## src/hdl/hte_pkg.sv

```systemverilog
`timescale 1ns / 1ps
`default_nettype none
// ----------------------------------------------------------------------------
// HTML text extractor package
// Shared types, register constants and character helpers of the extractor.
// ----------------------------------------------------------------------------
package hte_pkg;

    localparam int unsigned CFG_BITS  = 24;
    localparam int unsigned FIELD_BITS = 24;

    localparam logic [CFG_BITS-1:0] MIN_TEXT_RESET = 24'd800;
    localparam logic [CFG_BITS-1:0] MAX_TEXT_RESET = 24'd25000;

    localparam logic CFG_MIN_TEXT = 1'b0;
    localparam logic CFG_MAX_TEXT = 1'b1;

    localparam logic [3:0] SCRIPT_CLOSE_LEN = 4'd9;
    localparam logic [3:0] STYLE_CLOSE_LEN  = 4'd8;

    typedef enum logic [4:0] {
        MODE_TEXT    = 5'b00001,
        MODE_TAG     = 5'b00010,
        MODE_SCRIPT  = 5'b00100,
        MODE_STYLE   = 5'b01000,
        MODE_COMMENT = 5'b10000
    } parse_mode_t;

    typedef struct packed {
        logic [7:0]            text_byte;
        logic                  text_valid;
        logic                  summary_valid;
        logic [FIELD_BITS-1:0] text_length;
        logic [FIELD_BITS-1:0] paragraphs;
        logic                  accepted;
        logic                  last_result;
    } result_t;

    function automatic logic [7:0] to_lower(input logic [7:0] c);
        return (c >= "A" && c <= "Z") ? c + 8'd32 : c;
    endfunction

    function automatic logic is_space(input logic [7:0] c);
        return (c == " ") || (c >= 8'd9 && c <= 8'd13);
    endfunction

    function automatic logic [7:0] script_char(input logic [3:0] idx);
        logic [7:0] ch;
        case (idx)
            4'd0:    ch = "<";
            4'd1:    ch = "/";
            4'd2:    ch = "s";
            4'd3:    ch = "c";
            4'd4:    ch = "r";
            4'd5:    ch = "i";
            4'd6:    ch = "p";
            4'd7:    ch = "t";
            4'd8:    ch = ">";
            default: ch = 8'h00;
        endcase
        return ch;
    endfunction

    function automatic logic [7:0] style_char(input logic [3:0] idx);
        logic [7:0] ch;
        case (idx)
            4'd0:    ch = "<";
            4'd1:    ch = "/";
            4'd2:    ch = "s";
            4'd3:    ch = "t";
            4'd4:    ch = "y";
            4'd5:    ch = "l";
            4'd6:    ch = "e";
            4'd7:    ch = ">";
            default: ch = 8'h00;
        endcase
        return ch;
    endfunction

endpackage
`default_nettype wire

```

## src/hdl/html_text_extractor_unit.sv

```systemverilog
`timescale 1ns / 1ps
`default_nettype none
// ----------------------------------------------------------------------------
// HTML text extractor
// Strips tags, script, style and comments from an HTML byte stream, folds
// whitespace and emits the plain text followed by a per-document summary.
// ----------------------------------------------------------------------------
// The block takes one HTML byte per cycle while s_ready is high. Each byte is
// parsed in the cycle it is accepted and its results, a text beat and on the
// final byte a summary beat, go into a four-entry result queue. The input is
// ready while the queue has room for two beats, so a steady stream that yields
// at most one beat per byte runs at one byte per cycle while the output keeps
// up; a final byte that yields two beats may stall the input when the output
// side stalls. The first result appears the cycle after its byte is accepted.
module html_text_extractor_unit #(
    parameter int unsigned COUNT_BITS = 24
) (
    input  wire logic        aclk,
    input  wire logic        aresetn,

    input  wire logic        psel,
    input  wire logic        penable,
    input  wire logic        pwrite,
    input  wire logic [2:0]  paddr,
    input  wire logic [31:0] pwdata,
    output logic      [31:0] prdata,
    output logic             pready,

    input  wire logic        s_valid,
    output logic             s_ready,
    input  wire logic [7:0]  s_in_byte,
    input  wire logic        s_end_of_doc,

    output logic             m_valid,
    input  wire logic        m_ready,
    output logic [7:0]       m_text_byte,
    output logic             m_text_valid,
    output logic             m_summary_valid,
    output logic [23:0]      m_text_length,
    output logic [23:0]      m_paragraphs,
    output logic             m_accepted,
    output logic             m_last_result
);

    localparam int unsigned CW = (COUNT_BITS > hte_pkg::CFG_BITS) ? COUNT_BITS
                                                                   : hte_pkg::CFG_BITS;
    localparam logic [COUNT_BITS-1:0] COUNT_MAX = {COUNT_BITS{1'b1}};

    logic [hte_pkg::CFG_BITS-1:0] min_len_reg;
    logic [hte_pkg::CFG_BITS-1:0] max_len_reg;

    hte_pkg::parse_mode_t mode_reg, mode_next;
    logic                 space_reg, space_next;
    logic [7:0]           prefix_reg [0:5];
    logic [7:0]           prefix_next [0:5];
    logic [2:0]           tag_len_reg, tag_len_next;
    logic [3:0]           close_reg, close_next;
    logic [COUNT_BITS-1:0] text_cnt_reg, text_cnt_next, text_cnt_calc;
    logic [COUNT_BITS-1:0] para_cnt_reg, para_cnt_next, para_cnt_calc;

    logic                 produce;
    logic [7:0]           prod_char;
    logic                 emit_ok;
    logic                 has_text;
    logic                 para_tag;
    logic                 block_tag;
    logic [3:0]           match_len;
    logic [7:0]           lc;
    logic [CW-1:0]        cnt_ext;
    logic [CW-1:0]        para_ext;
    hte_pkg::result_t     text_res;
    hte_pkg::result_t     sum_res;

    hte_pkg::result_t     q_reg [0:3];
    logic [1:0]           wr_ptr_reg, rd_ptr_reg;
    logic [2:0]           count_reg;
    logic                 in_fire;
    logic                 out_fire;
    logic                 push0, push1;
    hte_pkg::result_t     slot0;

    // Configuration port.
    assign pready = 1'b1;

    always_ff @(posedge aclk) begin
        if (!aresetn) begin
            min_len_reg <= hte_pkg::MIN_TEXT_RESET;
            max_len_reg <= hte_pkg::MAX_TEXT_RESET;
        end else if (psel && penable && pwrite) begin
            if (paddr[2] == hte_pkg::CFG_MIN_TEXT) begin
                min_len_reg <= pwdata[hte_pkg::CFG_BITS-1:0];
            end else begin
                max_len_reg <= pwdata[hte_pkg::CFG_BITS-1:0];
            end
        end
    end

    always_comb begin
        if (paddr[2] == hte_pkg::CFG_MIN_TEXT) begin
            prdata = {8'd0, min_len_reg};
        end else begin
            prdata = {8'd0, max_len_reg};
        end
    end

    // Byte parser.
    assign lc = hte_pkg::to_lower(s_in_byte);

    always_comb begin
        mode_next     = mode_reg;
        space_next    = space_reg;
        prefix_next   = prefix_reg;
        tag_len_next  = tag_len_reg;
        close_next    = close_reg;
        text_cnt_calc = text_cnt_reg;
        para_cnt_calc = para_cnt_reg;
        produce       = 1'b0;
        prod_char     = " ";
        para_tag      = 1'b0;
        block_tag     = 1'b0;
        match_len     = 4'd0;
        case (mode_reg)
            hte_pkg::MODE_TAG: begin
                if (s_in_byte == ">") begin
                    mode_next = hte_pkg::MODE_TEXT;
                    if (tag_len_reg >= 3'd6 && prefix_reg[0] == "s" && prefix_reg[1] == "c"
                        && prefix_reg[2] == "r" && prefix_reg[3] == "i"
                        && prefix_reg[4] == "p" && prefix_reg[5] == "t") begin
                        mode_next  = hte_pkg::MODE_SCRIPT;
                        close_next = 4'd0;
                    end else if (tag_len_reg >= 3'd5 && prefix_reg[0] == "s"
                                 && prefix_reg[1] == "t" && prefix_reg[2] == "y"
                                 && prefix_reg[3] == "l" && prefix_reg[4] == "e") begin
                        mode_next  = hte_pkg::MODE_STYLE;
                        close_next = 4'd0;
                    end else begin
                        para_tag  = (tag_len_reg == 3'd2) && prefix_reg[0] == "/"
                                    && prefix_reg[1] == "p";
                        block_tag = para_tag
                                    || ((tag_len_reg == 3'd4) && prefix_reg[0] == "/"
                                        && prefix_reg[1] == "d" && prefix_reg[2] == "i"
                                        && prefix_reg[3] == "v")
                                    || ((tag_len_reg == 3'd2) && prefix_reg[0] == "b"
                                        && prefix_reg[1] == "r");
                        produce   = block_tag && !space_reg;
                        if (para_tag && para_cnt_reg != COUNT_MAX) begin
                            para_cnt_calc = para_cnt_reg + 1'b1;
                        end
                    end
                end else begin
                    if (tag_len_reg < 3'd6) begin
                        prefix_next[tag_len_reg] = lc;
                    end
                    if (tag_len_reg < 3'd7) begin
                        tag_len_next = tag_len_reg + 1'b1;
                    end
                    if (tag_len_next == 3'd3 && prefix_next[0] == "!" && prefix_next[1] == "-"
                        && prefix_next[2] == "-") begin
                        mode_next  = hte_pkg::MODE_COMMENT;
                        close_next = 4'd0;
                    end
                end
            end
            hte_pkg::MODE_SCRIPT: begin
                if (hte_pkg::script_char(close_reg) == lc) begin
                    match_len = close_reg + 1'b1;
                end else begin
                    match_len = (lc == "<") ? 4'd1 : 4'd0;
                end
                if (match_len == hte_pkg::SCRIPT_CLOSE_LEN) begin
                    close_next = 4'd0;
                    mode_next  = hte_pkg::MODE_TEXT;
                end else begin
                    close_next = match_len;
                end
            end
            hte_pkg::MODE_STYLE: begin
                if (hte_pkg::style_char(close_reg) == lc) begin
                    match_len = close_reg + 1'b1;
                end else begin
                    match_len = (lc == "<") ? 4'd1 : 4'd0;
                end
                if (match_len == hte_pkg::STYLE_CLOSE_LEN) begin
                    close_next = 4'd0;
                    mode_next  = hte_pkg::MODE_TEXT;
                end else begin
                    close_next = match_len;
                end
            end
            hte_pkg::MODE_COMMENT: begin
                if (s_in_byte == "-") begin
                    close_next = (close_reg >= 4'd1) ? 4'd2 : 4'd1;
                end else if (s_in_byte == ">" && close_reg >= 4'd2) begin
                    close_next = 4'd0;
                    mode_next  = hte_pkg::MODE_TEXT;
                end else begin
                    close_next = 4'd0;
                end
            end
            default: begin
                if (s_in_byte == "<") begin
                    mode_next    = hte_pkg::MODE_TAG;
                    tag_len_next = 3'd0;
                end else if (hte_pkg::is_space(s_in_byte)) begin
                    produce = !space_reg;
                end else begin
                    produce   = 1'b1;
                    prod_char = s_in_byte;
                end
            end
        endcase

        emit_ok = CW'(text_cnt_reg) < CW'(max_len_reg);
        if (produce) begin
            space_next = (prod_char == " ");
            if (text_cnt_reg != COUNT_MAX) begin
                text_cnt_calc = text_cnt_reg + 1'b1;
            end
        end
        has_text = produce && emit_ok;

        text_cnt_next = text_cnt_calc;
        para_cnt_next = para_cnt_calc;
        if (s_end_of_doc) begin
            mode_next     = hte_pkg::MODE_TEXT;
            space_next    = 1'b0;
            tag_len_next  = 3'd0;
            close_next    = 4'd0;
            text_cnt_next = '0;
            para_cnt_next = '0;
        end
    end

    assign cnt_ext  = CW'(text_cnt_calc);
    assign para_ext = CW'(para_cnt_calc);

    always_comb begin
        text_res               = '0;
        text_res.text_byte     = prod_char;
        text_res.text_valid    = 1'b1;
        text_res.last_result   = !s_end_of_doc;

        sum_res                = '0;
        sum_res.summary_valid  = 1'b1;
        sum_res.text_length    = cnt_ext[23:0];
        sum_res.paragraphs     = para_ext[23:0];
        sum_res.accepted       = cnt_ext >= CW'(min_len_reg);
        sum_res.last_result    = 1'b1;
    end

    assign in_fire  = s_valid && s_ready;
    assign out_fire = m_valid && m_ready;
    assign push0    = in_fire && (has_text || s_end_of_doc);
    assign push1    = in_fire && has_text && s_end_of_doc;
    assign slot0    = has_text ? text_res : sum_res;

    always_ff @(posedge aclk) begin
        if (!aresetn) begin
            mode_reg     <= hte_pkg::MODE_TEXT;
            space_reg    <= 1'b0;
            tag_len_reg  <= 3'd0;
            close_reg    <= 4'd0;
            text_cnt_reg <= '0;
            para_cnt_reg <= '0;
        end else if (in_fire) begin
            mode_reg     <= mode_next;
            space_reg    <= space_next;
            tag_len_reg  <= tag_len_next;
            close_reg    <= close_next;
            text_cnt_reg <= text_cnt_next;
            para_cnt_reg <= para_cnt_next;
        end
    end

    always_ff @(posedge aclk) begin
        if (in_fire) begin
            prefix_reg <= prefix_next;
        end
    end

    // Result queue.
    always_ff @(posedge aclk) begin
        if (push0) begin
            q_reg[wr_ptr_reg] <= slot0;
        end
        if (push1) begin
            q_reg[wr_ptr_reg + 2'd1] <= sum_res;
        end
    end

    always_ff @(posedge aclk) begin
        if (!aresetn) begin
            wr_ptr_reg <= 2'd0;
            rd_ptr_reg <= 2'd0;
            count_reg  <= 3'd0;
        end else begin
            wr_ptr_reg <= wr_ptr_reg + 2'(push0) + 2'(push1);
            rd_ptr_reg <= rd_ptr_reg + 2'(out_fire);
            count_reg  <= count_reg + 3'(push0) + 3'(push1) - 3'(out_fire);
        end
    end

    assign s_ready         = (count_reg <= 3'd2);
    assign m_valid         = (count_reg != 3'd0);
    assign m_text_byte     = q_reg[rd_ptr_reg].text_byte;
    assign m_text_valid    = q_reg[rd_ptr_reg].text_valid;
    assign m_summary_valid = q_reg[rd_ptr_reg].summary_valid;
    assign m_text_length   = q_reg[rd_ptr_reg].text_length;
    assign m_paragraphs    = q_reg[rd_ptr_reg].paragraphs;
    assign m_accepted      = q_reg[rd_ptr_reg].accepted;
    assign m_last_result   = q_reg[rd_ptr_reg].last_result;

endmodule
`default_nettype wire
```

## config.mk

```make
export PLATFORM = sky130hd
export DESIGN_NAME = html_text_extractor_unit
export DESIGN_NICKNAME = d
export VERILOG_FILES = /design/src/hdl/hte_pkg.sv /design/src/hdl/html_text_extractor_unit.sv
export SDC_FILE = /design/constraint.sdc
export NUM_CORES = 1
export LEC_CHECK = 0
export ABC_AREA = 0
export BUFFER_PORTS_ARGS = -buffer_cell sky130_fd_sc_hd__buf_2
export CORE_UTILIZATION = 55
export CTS_CLUSTER_DIAMETER = 100
export CTS_CLUSTER_SIZE = 10
export DETAILED_ROUTE_END_ITERATION = 6
export GPL_ROUTABILITY_DRIVEN = 1
export PLACE_DENSITY_LB_ADDON = 0.3
export RECOVER_POWER = 25
export REMOVE_ABC_BUFFERS = 1
export SETUP_SLACK_MARGIN = 0.5
export SLEW_MARGIN = 0
export SYNTH_ARGS = -nofsm -noshare
export SYNTH_HDL_FRONTEND = slang
export SYNTH_SLANG_ARGS = --single-unit
```

## constraint.sdc

```tcl
create_clock -name aclk -period 5.11 [get_ports aclk]
set_input_delay 0.511 -clock aclk [delete_from_list [all_inputs] [get_ports aclk]]
set_output_delay 0.511 -clock aclk [all_outputs]
set_load 0.01 [all_outputs]
```

==> results.json <==
{
  "status": "finished, violations left",
  "violations": "max-capacitance violations, max-slew violations",
  "yosysUniqueCellTypes": 84,
  "fp.dieW_um": 199,
  "die-area_um2": 39500,
  "antennaDiodeCount": 0,
  "core_area_um2": 37800,
  "grt_max_degree": 83,
  "crit_required_ns": 5.62,
  "reg2reg_from": "prefix_reg[44]$_DFFE_PP_",
  "finalWirelength_mm": 54.2,
  "final_net_count": 2366,
  "critical_path_class": "flip-flop to flip-flop",
  "ios": 146,
  "finalSetupViolations": 0,
  "mostFrequentLayoutCells": "nor2_1 (298), edfxtp_1 (244), nand2_1 (229)",
  "maxSlewViolCount": 163,
  "syn_to_final_growth_pct": 16.0,
  "place_inst": 2674,
  "dr.first_iter.drc_count": 1323,
  "path_max_fanout": 4,
  "reg2reg_depth": 27,
  "vias": 16200,
  "clk_pin_slew_ns": 0.06,
  "yosysSeqAreaShare_pct": 50.7,
  "whs_ns": 0.175,
  "grt_pass1_wl_mm": 86.1,
  "dr.pass1.iters": 5,
  "clkSinkCount": 417,
  "async_flop_share_pct": 0,
  "fillers": 2993,
  "static-leakage-power_uw": 0.00913,
  "cp-end-kind": "flip-flop",
  "cp-start-kind": "flip-flop",
  "ff_latch_area_um2": 10800,
  "routabilityCongestion": 0.957,
  "post-route-util_pct": 65.2,
  "ys_ff_latch": 417,
  "crit_end": "text_cnt_reg[8]$_SDFFE_PN0P_",
  "mostFrequentLayoutCell": "nor2_1",
  "grt_pass1_vias": 16200,
  "rows": 71,
  "fin_crit_sh_pct": 94.8,
  "port_buffers": 126,
  "min_period_ns": 4.84,
  "synth.avg_cell_area_um2": 10.3,
  "syn_inst": 2057,
  "grt_setup_unrepaired": "true",
  "fin_skew_ns": 0.0306,
  "worst_slew_pin_slew_ns": 3.17,
  "cts_tree": "built",
  "track_usage_pct": 28.0,
  "synthFlopType": "edfxtp_1",
  "multi_input_area_um2": 9730,
  "drt.antenna.violating_nets": 0,
  "maxCapViolCount": 3,
  "h-tree-depth": 2,
  "clockRootBuffer": "clkbuf_16",
  "antenna_found_initial": 1,
  "hold_viol_final": 0,
  "ir_drop_mv": 0.295,
  "gr-total-overflow": 0,
  "drc_errors": 0,
  "crit_start": "prefix_reg[44]$_DFFE_PP_",
  "via_per_inst": 5.83,
  "r2r-end": "text_cnt_reg[8]$_SDFFE_PN0P_",
  "die_h_um": 199,
  "layout-drive-gt1-share_pct": 17.6,
  "arrival_ns": 5.35,
  "synth_edf_count": 244,
  "hp-class": "input port to flip-flop",
  "yosys_warnings": 0,
  "r2r_slack_ns": 0.27,
  "place_hpwl_mm": 34.7,
  "avgRoutedWirePerCell_um": 19.4,
  "synth_area_um2": 21300,
  "powerDensity_nw_per_um2": 387,
  "clock_path_buffers": 3,
  "instances_no_fill": 2788,
  "clk_latency_ns": 0.60,
  "largest_register_ffs": 240,
  "numCtsBuffers": 47,
  "initial_core_util_pct": 56.2,
  "fmax_mhz": 206,
  "relSlewSlack_pct": -111
}
[kinds of logic after synthesis]
logic type	count (synthesis)	share of synthesized area, %
AO/OA/AOI/OAI	335	10.9
XOR/XNOR	60	2.47
adder cells (fa/ha/maj)	71	4.28
buffers and inverters	240	4.54
flip-flops	417	50.7
multiplexers	105	8.54
other	2	0.0353
AND/OR/NAND/NOR	827	18.5
[metal layers]
metal / part of all wire (%) / global-route usage [%]
met5: 0 / 0
met4: 3.0 / 9.77
met3: 6.3 / 4.31
met2: 49 / 47.7
met1: 41 / 36.3
[synthesized netlist by cell type (20+ instances only)]
| cell | number | area [um^2] |
|---|---|---|
| mux2i_1 | 33 | 330 |
| a21o_1 | 28 | 210 |
| a21boi_0 | 55 | 413 |
| edfxtp_1 | 244 | 7330 |
| inv_1 | 114 | 428 |
| a21oi_1 | 41 | 205 |
| nor3_1 | 23 | 115 |
| clkbuf_1 | 80 | 300 |
| ha_1 | 68 | 851 |
| mux4_2 | 60 | 1350 |
| buf_2 | 24 | 120 |
| nor2_1 | 301 | 1130 |
| xor2_1 | 27 | 236 |
| nand4_1 | 20 | 125 |
| xnor2_1 | 33 | 289 |
| nor2b_1 | 31 | 194 |
| and2_1 | 43 | 269 |
| and3_1 | 22 | 138 |
| nand2_1 | 233 | 875 |
| dfxtp_1 | 173 | 3460 |
| nand3_1 | 36 | 180 |
| o21ai_0 | 91 | 455 |
[critical path, stage by stage, from the launching register on]
cell,delay [ns]
edfxtp_1,0.43
nor4b_4,0.34
nand3_1,0.12
or4_4,0.51
a221oi_4,0.31
buf_6,0.15
o22ai_4,0.08
buf_6,0.17
nor3_4,0.19
nand3_2,0.13
buf_4,0.18
buf_6,0.10
buf_4,0.12
buf_6,0.10
buf_6,0.10
buf_6,0.10
buf_6,0.10
buf_6,0.10
buf_6,0.10
buf_6,0.10
buf_6,0.10
buf_4,0.12
buf_4,0.12
buf_4,0.12
buf_4,0.12
buf_6,0.11
or3_4,0.34
a21boi_2,0.15
[worst min path at each step]
stage | startpoint | to | slack, ns | depth (start not counted)
6_report | pwdata[14] | max_len_reg[14]$_SDFFE_PN1P_ | 0.17 | 3
5_1_grt | pwdata[14] | max_len_reg[14]$_SDFFE_PN1P_ | 0.17 | 3
4_1_cts | pwdata[14] | max_len_reg[14]$_SDFFE_PN1P_ | 0.16 | 3
3_5_place_dp | q_reg[3][50]$_SDFFE_PP1P_ | q_reg[3][50]$_SDFFE_PP1P_ | 0.44 | 2
3_3_place_gp | q_reg[1][50]$_SDFFE_PP1P_ | q_reg[1][50]$_SDFFE_PP1P_ | 0.43 | 2
2_1_floorplan | q_reg[1][50]$_SDFFE_PP1P_ | q_reg[1][50]$_SDFFE_PP1P_ | 0.42 | 2
[per-stage QoR]
stage | total power, uW | instance area, um^2 | TNS (ns) | worst slack, ns
2_1_floorplan | 5650 | 20800 | 0 | 0.0210
6_report | 9540 | 24700 | 0 | 0.266
3_5_place_dp | 6550 | 22900 | -0.0154 | -0.00968
4_1_cts | 9630 | 24600 | 0 | 0.413
3_3_place_gp | 6480 | 22900 | 0 | 0.0760
5_1_grt | 9980 | 24700 | 0 | 0.0946
[cell type report]
type,instances,area share [%]
flip-flops and latches,417,43.7
well taps,511,2.59
clock buffers,78,5.24
inverters,115,1.75
repair buffers,256,6.89
clock inverters,4,0.330
multi-input cells,1407,39.4
[power by group]
| part | internal [uW] | switching, uW |
|---|---|---|
| clock | 1730 | 1360 |
| combinational | 909 | 1180 |
| sequential | 4110 | 261 |
| total | 6740 | 2800 |
[repair_timing]
| action | 4_1_cts | 5_1_grt |
|---|---|---|
| gates resized for setup | 17 | 31 |
| setup endpoints to repair | 4 | 9 |
| setup buffers | 28 | 4 |
| hold buffers | 0 | 0 |
| pin swaps | 21 | 11 |
Power figures use the tool's default switching activity.
